`src/rtl/core/fir_filter_direct_form_unit_assert.svh`:
```
// Assertion macros used by the FIR filter top module.
`ifndef FIR_FILTER_DIRECT_FORM_UNIT_ASSERT_SVH
`define FIR_FILTER_DIRECT_FORM_UNIT_ASSERT_SVH

// Checks that the consequent holds in the same cycle as the antecedent.
`define FIRDF_ASSERT_SAME(lbl, ante, cons, msg) \
	lbl: assert property (@(posedge clk) disable iff (!arst_n) (ante) |-> (cons)) \
		else $error(msg);

// Checks that the consequent holds in the cycle after the antecedent.
`define FIRDF_ASSERT_NEXT(lbl, ante, cons, msg) \
	lbl: assert property (@(posedge clk) disable iff (!arst_n) (ante) |=> (cons)) \
		else $error(msg);

`endif

```
`src/rtl/core/firdf_pkg.sv`:
```
// Types and constants shared by the FIR filter modules.
`default_nettype none

package firdf_pkg;

	localparam int SAMPLE_W  = 16;
	localparam int PROD_W    = 32;
	// Eight full-scale Q2.30 products need three more bits of headroom.
	localparam int ACC_W     = 35;
	localparam int CFG_IDX_W = 4;
	localparam int FRAC_W    = 15;

	localparam logic signed [SAMPLE_W-1:0] SAMPLE_MAX = 16'sh7FFF;
	localparam logic signed [SAMPLE_W-1:0] SAMPLE_MIN = 16'sh8000;
	localparam logic [FRAC_W-1:0]          ROUND_BIAS = 15'h4000;

	typedef logic signed [SAMPLE_W-1:0] sample_t;

	typedef struct packed {
		logic                    vld;
		logic signed [ACC_W-1:0] psum;
	} cell_link_t;

	typedef struct packed {
		logic signed [SAMPLE_W-1:0] filtered;
		logic                       saturated;
	} result_t;

endpackage

`default_nettype wire

```
`src/rtl/core/firdf_round.sv`:
```
// Round-half-up at bit 15 and saturation of the full-precision sum to Q1.15.
`default_nettype none

module firdf_round (
	input  wire logic signed [firdf_pkg::ACC_W-1:0] psum,
	output firdf_pkg::result_t                      res
);

	localparam int BW = firdf_pkg::ACC_W + 1;
	localparam int YW = BW - firdf_pkg::FRAC_W;
	localparam int HW = YW - firdf_pkg::FRAC_W;

	logic signed [BW-1:0] biased;
	logic signed [YW-1:0] y;
	logic                 fits;

	always_comb begin
		biased = {psum[firdf_pkg::ACC_W-1], psum} + BW'(firdf_pkg::ROUND_BIAS);
		y      = biased[BW-1:firdf_pkg::FRAC_W];
		// The value fits in 16 bits when every bit above bit 15 repeats the sign.
		fits   = (y[YW-1:firdf_pkg::FRAC_W] == {HW{y[firdf_pkg::FRAC_W]}});
		res.saturated = !fits;
		if (fits) begin
			res.filtered = y[firdf_pkg::SAMPLE_W-1:0];
		end else if (y[YW-1]) begin
			res.filtered = firdf_pkg::SAMPLE_MIN;
		end else begin
			res.filtered = firdf_pkg::SAMPLE_MAX;
		end
	end

endmodule

`default_nettype wire

```
`config.mk`:
```
export PLATFORM = sky130hd
export DESIGN_NAME = firdf_round
export DESIGN_NICKNAME = d
export VERILOG_FILES = /design/src/rtl/core/fir_filter_direct_form_unit_assert.svh /design/src/rtl/core/firdf_pkg.sv /design/src/rtl/core/firdf_round.sv
export SDC_FILE = /design/constraint.sdc
export NUM_CORES = 1
export LEC_CHECK = 0
export ABC_AREA = 0
export BUFFER_PORTS_ARGS = -buffer_cell sky130_fd_sc_hd__buf_2
export CAP_MARGIN = 20
export CORE_MARGIN = 1
export CORE_UTILIZATION = 35
export DETAILED_ROUTE_END_ITERATION = 7
export PLACE_DENSITY = 0.7
export SLEW_MARGIN = 5
export SYNTH_ARGS = -nofsm -noshare
export SYNTH_HDL_FRONTEND = slang
export SYNTH_SLANG_ARGS = --single-unit
```
`constraint.sdc`:
```
create_clock -name vclk -period 2.5
set_input_delay 0.125 -clock vclk [all_inputs]
set_output_delay 0.125 -clock vclk [all_outputs]
set_load 0.01 [all_outputs]
```
# Yosys cells after proc, flatten, opt, wreduce, memory -nomap -nowiden
# Index checks and enable logic that the tools add are counted.
classes:
  add_sub_neg: 1
  n_eq_ne: 1
  n_mux: 2
  n_reduce_logical: 1
ops:
  columns: ["cell", "count"]
  rows:
  - ["35-bit by 16-bit adder with 36-bit output (second input constant)", 1]
  - ["16-bit two-way mux", 2]
  - ["5-bit equality test", 1]
  - ["1-bit logical NOT", 1]
totals:
  reg_bits: 0
  in_bits: 35
  out_inout_bits: 17
  wordCells: 5

# Longest topological paths before layout
logic_depth:
  word_depth: 3
  ltp_mapped: 8
  mapped_depth_nobuf: 8

# Least setup slack after synthesis
# No wires, ideal clock.
synth_path:
  path_kind: "input port to output port"
  start: "input psum[14] (netlist name)"
  end: "output res[10] (netlist name)"
  t_arrival_ns: 2.104
  t_required_ns: 2.375
  slack_ns: 0.271
  stages: 8
  path_buffers: 1
  path_cell_list: "ha_1 nand4_1 nor4_2 xor2_1 or3_1 a211oi_4 buf_8 mux2i_1"
synth_lines:
  columns: ["item", "line", "source"]
  rows:
  - ["from (decl)", "firdf_round.sv:5", "input wire logic signed [firdf_pkg::ACC_W-1:0] psum,"]
  - ["to (decl)", "firdf_round.sv:6", "output firdf_pkg::result_t res"]

==> run metrics <==
status=finished, final reports clean; chip width=~47 um; largest net degree at the start of global routing=17; hold bufs inserted after CTS=0; Crit Path Category=input pin to primary output; fill cell count=a little under 200; vias in the first global route=741; die height=approximately 47 um; gr ovfl total=0; drt first-iter violations=30; max_slew headroom=0.292; Final setup viols=0; Mapped Area=approximately 700 um2; DPL Wire Length=1.51 mm; first-pass GRT wire length=2.95 mm; Die ar.=2190 um2; Initial Utilization=0.390; Global Route met3 Usage=0.00385; Synth Instances=between 90 and 100; Multi-input gate area=between 600 and 700 um2; GR Util All Layers=0.174; P_leak=about 0.38 nW; Routed WL=between 1.5 and 2 mm; Syn Nets=between 100 and 150; initial antenna violation count=0; Final Instance Area=between 900 and 1000 um2; Inserted Diodes=0; DR vias=around 890; post-synthesis sequential area ratio=0; FFs & Latches=0; # port buffers=38; gp weighted congestion=between 0.7 and 0.8; worst vdd ir=65.3 uV; # rows=15; routed len/inst=around 12 um; Pint=approximately 0.062 mW; Hold Slack=approximately 0.66 ns; commonest non-fill, non-tap cells in the layout=buf_2 (38), mux2i_1 (16), nand2_1 (11), xor2_1 (9), nor2_1 (9); Gate power share=1.000; met2 Use GR=0.331; M1 GR Usage=0.225; Slew Limit Fails=0; most common cell after layout, fill and taps aside=buf_2; net switching power=roughly 0.077 mW; vias per cell=~5.4; area of the core=around 1800 um2; area post-placement=~930 um2; fin crit period=2.35 ns; max cap viols=0; layout cells sized above 1=0.377; kind of path behind the tightest hold check=input pin to primary output; GRT busiest layer=met2; # nets final=approximately 180; register area=0 um2; Hold Fails Final Rpt=0; Clock power frac=0; post-synth cell types=33; CP endpoint kind=primary output; Avg Cell Area, Syn=7.16 um2; P&R area growth vs syn=36.2%; yosys synthesis warning count=0; Flop pwr share=0; Sw Share=0.553; f_max=~430 MHz; number of clock buffers in the layout=0; CP arrival=about 2.2 ns; Final ANT Viol Nets=0; final setup margin=about 0.15 ns; pre-CTS setup slack=0.158 ns; DRT Pass-1 Iters=4; worst slew pin tran=around 1.1 ns; Critical Path Fanout Max=15; period utilisation layout=0.940; power per cell area=approximately 150 nW/um2; DRC=0; Pwr Total=0.139 mW; crit path launch type=input pin; IO Count=52; CP required=around 2.4 ns
[worst max-delay path, stage by stage]
cell and delay [ns]:
buf_2 0.14, nand4_1 0.25, nor4_4 0.38, xor2_1 0.12, or3_1 0.37, a211oi_4 0.27, buf_12 0.20, mux2i_1 0.20
buf_2 0.16
[kinds of logic after synthesis]
| kind of cell | Yosys count | synth area share |
|---|---|---|
| compound gates | 8 | 0.111 |
| xor+xnor | 15 | 0.187 |
| fa+ha+maj | 1 | 0.0178 |
| buf+inv | 8 | 0.0588 |
| mux | 17 | 0.244 |
| simple gates | 49 | 0.381 |
[power by group through the flow]
stage	clock (mW)	sequential (mW)	combinational, mW
5_1_grt	0	0	0.154
2_1_floorplan	0	0	0.0759
6_report	0	0	0.139
3_5_place_dp	0	0	0.137
3_3_place_gp	0	0	0.134
4_1_cts	0	0	0.138
[area by class of cell]
cell class / count / area share
inverters: 6 / 0.0236
multi-input cells: 90 / 0.700
well taps: 25 / 0.0327
repair buffers: 42 / 0.243
[cell usage after synthesis (all sizes together) (2+ instances only)]
| cell type | n | area, um2 |
|---|---|---|
| xor2 | 9 | 78.8 |
| nand4 | 7 | 43.8 |
| inv | 6 | 22.5 |
| nor4 | 4 | 31.3 |
| nor2 | 9 | 33.8 |
| o21ai | 2 | 10.0 |
| o31ai | 2 | 20.0 |
| xnor2 | 6 | 52.6 |
| mux2i | 16 | 160 |
| or3 | 2 | 17.5 |
| nand3 | 8 | 45.0 |
| nand2 | 11 | 41.3 |
[routing by layer]
layer / vias to the layer above / share of wire
met5: - / 0
met4: 0 / 0.0085
met3: 2 / 0.058
met2: 44 / 0.48
met1: 398 / 0.46
li1: 442 / -
[final timing paths]
path	from	to	cells after the start
worst max-delay path	psum[18]	res[15]	9
worst min-delay path	psum[28]	res[14]	4
[through the flow]
step,util,cells,setup TNS (ns)
CTS,0.517,161,0
floorplan,-,98,0
finish,0.531,163,0
global placement,0.517,161,0
detailed placement,0.517,161,0
global route,0.531,163,-0.0211
[timing repair]
| item | 4_1_cts | 5_1_grt |
|---|---|---|
| endpoints found under the setup margin | 0 | 13 |
| gates resized for setup | 0 | 1 |
| buffers inserted | 0 | 2 |
(Power assumes the default switching activity.)
