==> config.mk <==
export PLATFORM = sky130hd
export DESIGN_NAME = firdf_cell
export DESIGN_NICKNAME = d
export VERILOG_FILES = /design/src/rtl/core/fir_filter_direct_form_unit_assert.svh /design/src/rtl/core/firdf_pkg.sv /design/src/rtl/core/firdf_cell.sv
export SDC_FILE = /design/constraint.sdc
export NUM_CORES = 1
export LEC_CHECK = 0
export BUFFER_PORTS_ARGS = -buffer_cell sky130_fd_sc_hd__buf_4
export CORE_MARGIN = 1
export CORE_UTILIZATION = 45
export DETAILED_ROUTE_END_ITERATION = 6
export PLACE_DENSITY = 0.62
export SYNTH_ARGS = -nofsm -noshare
export SYNTH_HDL_FRONTEND = slang
export SYNTH_SLANG_ARGS = --single-unit
==> constraint.sdc <==
create_clock -name clk -period 6.4 [get_ports clk]
set_clock_uncertainty 0.05 [all_clocks]
set_input_delay 0 -clock clk [delete_from_list [all_inputs] [get_ports clk]]
set_output_delay 0 -clock clk [all_outputs]
set_load 0.005 [all_outputs]
==> src/rtl/core/fir_filter_direct_form_unit_assert.svh <==
// Assertion macros used by the FIR filter top module.
`ifndef FIR_FILTER_DIRECT_FORM_UNIT_ASSERT_SVH
`define FIR_FILTER_DIRECT_FORM_UNIT_ASSERT_SVH

// Checks that the consequent holds in the same cycle as the antecedent.
`define FIRDF_ASSERT_SAME(lbl, ante, cons, msg) \
	lbl: assert property (@(posedge clk) disable iff (!arst_n) (ante) |-> (cons)) \
		else $error(msg);

// Checks that the consequent holds in the cycle after the antecedent.
`define FIRDF_ASSERT_NEXT(lbl, ante, cons, msg) \
	lbl: assert property (@(posedge clk) disable iff (!arst_n) (ante) |=> (cons)) \
		else $error(msg);

`endif

==> src/rtl/core/firdf_pkg.sv <==
// Types and constants shared by the FIR filter modules.
`default_nettype none

package firdf_pkg;

	localparam int SAMPLE_W  = 16;
	localparam int PROD_W    = 32;
	// Eight full-scale Q2.30 products need three more bits of headroom.
	localparam int ACC_W     = 35;
	localparam int CFG_IDX_W = 4;
	localparam int FRAC_W    = 15;

	localparam logic signed [SAMPLE_W-1:0] SAMPLE_MAX = 16'sh7FFF;
	localparam logic signed [SAMPLE_W-1:0] SAMPLE_MIN = 16'sh8000;
	localparam logic [FRAC_W-1:0]          ROUND_BIAS = 15'h4000;

	typedef logic signed [SAMPLE_W-1:0] sample_t;

	typedef struct packed {
		logic                    vld;
		logic signed [ACC_W-1:0] psum;
	} cell_link_t;

	typedef struct packed {
		logic signed [SAMPLE_W-1:0] filtered;
		logic                       saturated;
	} result_t;

endpackage

`default_nettype wire

==> src/rtl/core/firdf_cell.sv <==
// One tap cell: coefficient, delay stage and operand skew (not in cell 0), multiplier and partial-sum adder.
`default_nettype none

module firdf_cell #(
	parameter int IDX = 0
) (
	input  wire logic                                   clk,
	input  wire logic                                   arst_n,
	input  wire logic                                   en,
	input  wire logic                                   acc,
	input  wire logic                                   cfg_we,
	input  wire logic [firdf_pkg::CFG_IDX_W-1:0]        cfg_index,
	input  wire logic [firdf_pkg::SAMPLE_W-1:0]         cfg_data,
	input  wire firdf_pkg::sample_t                     tap_in,
	output firdf_pkg::sample_t                          tap_out,
	input  wire firdf_pkg::cell_link_t                  link_in,
	output firdf_pkg::cell_link_t                       link_out
);

	localparam int IW = firdf_pkg::CFG_IDX_W;
	localparam logic [IW-1:0] CELL_IDX = IW'(IDX);

	firdf_pkg::sample_t                        coeff_q;
	firdf_pkg::sample_t                        mul_op;
	logic signed [firdf_pkg::PROD_W-1:0]       prod_q;
	logic signed [firdf_pkg::ACC_W-1:0]        psum_q;
	logic                                      vld_q;

	always_ff @(posedge clk or negedge arst_n) begin
		if (!arst_n) begin
			coeff_q <= '0;
		end else if (cfg_we && (cfg_index == CELL_IDX)) begin
			coeff_q <= cfg_data;
		end
	end

	generate
		if (IDX == 0) begin : g_head
			// The current sample is multiplied in the cycle it is transferred.
			assign tap_out = tap_in;
			assign mul_op  = tap_in;
		end else begin : g_body
			firdf_pkg::sample_t delay_q;
			firdf_pkg::sample_t skew_q [IDX];

			always_ff @(posedge clk or negedge arst_n) begin
				if (!arst_n) begin
					delay_q <= '0;
				end else if (acc) begin
					delay_q <= tap_in;
				end
			end

			// The operand passes through the skew registers skew_q so that its product meets the partial sum.
			always_ff @(posedge clk) begin
				if (en) begin
					skew_q[0] <= delay_q;
					for (int i = 1; i < IDX; i++) begin
						skew_q[i] <= skew_q[i-1];
					end
				end
			end

			assign tap_out = delay_q;
			assign mul_op  = skew_q[IDX-1];
		end
	endgenerate

	always_ff @(posedge clk) begin
		if (en) begin
			prod_q <= mul_op * coeff_q;
			psum_q <= link_in.psum + firdf_pkg::ACC_W'(prod_q);
		end
	end

	always_ff @(posedge clk or negedge arst_n) begin
		if (!arst_n) begin
			vld_q <= 1'b0;
		end else if (en) begin
			vld_q <= link_in.vld;
		end
	end

	assign link_out = '{vld: vld_q, psum: psum_q};

endmodule

`default_nettype wire

-- After elaboration in Yosys (flattened, before gate mapping)
Index checks and enable logic that the tools add are counted.
- bits in writable memories: 0
- latch bits: 0
- logic and storage cells: 8
- bits in read-only memories: 0
- output and inout bits: 52
- bits in registers: 84
- input bits: 77
- memories kept: 0
- bitwise logic cells: 0
- $mul: 1
- eq/ne operators: 0
- magnitude comparators: 0
- divide/modulo/power cells: 0
- shift-type cells: 0
- $add $sub $neg: 1
- reduce and logical (&&, ||, !) cells: 2
- mux-type cells: 0
- operators by type and width (cell ; number):
    $add A35 B32 Y35 ; 1
    $mul A16 B16 Y32 ; 1
    $logic_not A4 Y1 ; 1
    $logic_and A1 B1 Y1 ; 1

-- Longest topological paths before layout
- word-level depth: 2
- depth in mapped cells: 24
- mapped depth without buffers: 23

-- Worst setup path after synthesis
OpenSTA, ideal clock, no wires.
- kind: flip-flop to flip-flop
- start: register coeff_q[2]
- end: register prod_q[31] (netlist name), data pin
- arrival: 6.005 ns
- data required time: 6.085 ns
- setup time: 0.265 ns
- setup slack: 0.080 ns
- cell stages (with the launch flop): 19
- path buffers: 1
- cell sequence: dfrtp_1 clkbuf_1 nand2_1 fa_1 inv_1 fa_1 fa_1 fa_1 fa_1 fa_1 ha_1 a21o_1 a21o_1 a21o_1 or3_1 a31oi_2 o31ai_1 a2111oi_2 nor3_1
- cells in the longest elaborated chain, start to end: 1
- RTL lines (what ; line ; text):
    start: declaration ; firdf_cell.sv:23 ; firdf_pkg::sample_t coeff_q;
    start signal: assignment ; firdf_cell.sv:33 ; coeff_q <= cfg_data;
    $mul A16 B16 Y32 ; firdf_cell.sv:71 ; prod_q <= mul_op * coeff_q;
    end signal: assignment ; firdf_cell.sv:71 ;
    end: declaration ; firdf_cell.sv:25 ; logic signed [firdf_pkg::PROD_W-1:0] prod_q;
Every way passes these cells.
A chain may end at the register's enable or synchronous reset.

-- Worst setup path in the final report
- start: register coeff_q[4]
- end: register prod_q[31] (netlist name), data pin
Same word-level chain as after synthesis.

==> reports/metrics.yaml <==
status:
  status: "completed"
place:
  dp_hpwl_mm: 26.8
  place_inst: 2011
  place_congestion: 0.859
  io_buffers: 127
floorplanning:
  die_y_um: 181
  core_um2: 31600
  die_area_um2: 32900
  die_x_um: 181
  initial_core_util_pct: 45.8
  rows: 65
  num_io_pins: 129
sta:
  fin_crit_ps: 6260
  rsz0062_at_grt: "yes"
  max_freq_mhz: 160
  setup-violations-final: 0
  tightest_slew_ps: 891
  finalCritPeriodShare_pct: 97.8
  hold_viol_final: 0
  finalMaxSlewViolations: 0
  slew_headroom_pct: 40.6
logic_synthesis:
  synth-seq-cells: 84
  async_flop_share_pct: 20.2
  ys_seq_area_share_pct: 16.8
  synth_most_common_cell: "inv_1"
  syn_inst: 1481
  synth_top_area_share_pct: 36.3
  syn_nets: 1937
  synth_cell_types: 62
  synth_top_area_cell: "fa_1"
  synth_area_per_cell_um2: 9.78
  yosys_warnings: 0
  synth_ff_type: "edfxtp_1"
  synth_edf_count: 67
  syn_area_um2: 14500
  netlist_top_cells_count: "inv_1, fa_1, nand2_1"
  yosys-top-cells-area: "fa_1, edfxtp_1, ha_1"
global_routing:
  grt_use_total_pct: 21.4
  antenna_found_initial: 0
  grt_first_pass_wirelength_mm: 55.7
  grt_overflow: 0
  grt_max_degree: 69
  grt_pass1_vias: 11166
setup_path:
  crit_buf_inv: 3
  startpoint_type: "register"
  slowest_stage: "fa_1"
  path_cells: "buf_6, and2_1, fa_1, inv_1, fa_1, fa_1, fa_1, inv_1, fa_1, fa_1, ha_4, a21o_1, a221o_1, a22o_1, a31o_2, a31oi_4, o31ai_2, a2111oi_2, nor3_2"
  crit_path_max_fanout: 6
  critPathArrivalTime_ps: 6330
  critPathTopFamily: "adder cells"
  critPathCaptureType: "register"
  critPathMaxStageDelay_ps: 550
  crit_top_cell: "fa_1"
  worstSetupPathType: "reg -> reg"
  required_ps: 6470
job:
  cap_violations: 0
clocking:
  root_buffer: "clkbuf_16"
  cts_buffer_depth: 2
  clkSinkCount: 84
  cts_buffers: 9
  cts_tree: "yes"
  clk_pin_slew_ps: 60
  clock_latency_ps: 370
  cts.htree.levels: 3
detailed_routing:
  via_per_inst: 5.06
  drc: 0
  postRouteAntennaNets: 0
  wl_per_cell_um: 15.9
  dr.pass1.iters: 4
  drt_iter0_markers: 477
  num_vias: 10366
  wirelength_mm: 32.5
final_layout:
  nets: 2098
  fin_util_pct: 52.7
  final_cells: 2048
  num_antenna_cells: 0
  drive_gt1_share_pct: 15.0
  n_fill_cell: 2869
  syn_to_final_growth_pct: 15.2
min_path:
  hold_class: "in -> reg"
-- cell families (layout without fill, tap and decap cells) --
kind of cell	Yosys count	after routing	synth area share (%)
compound gates	181	181	8.42
simple gates	383	383	13.3
xor+xnor	58	58	3.51
buf+inv	380	545	10.3
flops	84	84	16.8
mux	16	16	1.24
fa+ha+maj	379	379	46.4
-- cells in the final DEF, fill, tap and decap left out, types with 9 or more instances in the layout --
| cell | netlist | layout |
|---|---|---|
| and2_1 | 125 | 124 |
| o21ai_0 | 36 | 34 |
| fa_1 | 263 | 259 |
| xnor2_1 | 47 | 47 |
| a21o_1 | 21 | 21 |
| nand2_1 | 144 | 143 |
| nand3_1 | 13 | 13 |
| o21bai_1 | 10 | 10 |
| a21oi_1 | 52 | 52 |
| dlygate4sd3_1 | 0 | 20 |
| buf_4 | 17 | 183 |
| nor2_1 | 42 | 42 |
| xor2_1 | 11 | 11 |
| clkbuf_16 | 0 | 9 |
| ha_1 | 116 | 115 |
| inv_1 | 324 | 323 |
| and3_1 | 12 | 12 |
| nand2b_1 | 14 | 14 |
| mux2_2 | 16 | 16 |
| edfxtp_1 | 67 | 67 |
| dfrtp_1 | 17 | 10 |
-- sequential cells by signal, indices dropped and copies added (netlist names) --
register,count
prod_q,32
coeff_q,16
psum_q,35
vld_q,1
-- what timing repair did --
action | in CTS | in global routing
hold buffers | 20 | 0
setup endpoints to repair | 1 | 11
pin swaps | 0 | 9
hold endpoints to repair | 35 | 0
resized for setup | 1 | 27
buffers inserted | 0 | 2
-- metrics by stage --
step / setup TNS [ps] / worst slack (ps) / instance area [um^2] / hold WS [ps]
floorplan: 0 / 80.4 / 14500 / -346
global placement: 0 / 58.0 / 16100 / -169
detailed placement: -2.60 / -2.60 / 16100 / -168
CTS: 0 / 0.721 / 16600 / 48.0
global route: -98.8 / -96.9 / 16700 / 79.3
finish: 0 / 143 / 16700 / 59.6
-- area by class of cell --
type	count	area (um^2)	area share (%)
multi-input cells	1017	10600	63.8
flip-flops and latches	84	2450	14.7
repair buffers	206	1630	9.74
inverters	324	1220	7.29
well taps	402	503	3.02
clock buffers	13	240	1.44
clock inverters	2	12.5	0.0750
-- final timing paths --
kind	start	slack, ps	depth (start not counted)	to
setup / recovery	coeff_q[4]	140	19	prod_q[31]
hold / removal	tap_in[0]	60	2	prod_q[0]
setup reg to reg	coeff_q[4]	140	19	prod_q[31]
hold reg to reg	vld_q	460	1	vld_q
max in group asynchronous	arst_n	5000	3	coeff_q[5]
min in group asynchronous	arst_n	740	3	coeff_q[12]
-- layer usage --
layer / global-route usage, % / vias up / routed length (um) / share of wire, %
met5: 0 / - / 0 / 0
met1: 28.2 / 5104 / 14700 / 45
met2: 36.1 / 267 / 15600 / 48
li1: - / 4945 / - / -
met3: 2.95 / 50 / 1520 / 4.7
met4: 7.63 / 0 / 761 / 2.3
Power is left out: the tool's default activity adds up to more than one toggle a clock period on the data nets, which glitch-free logic cannot reach.
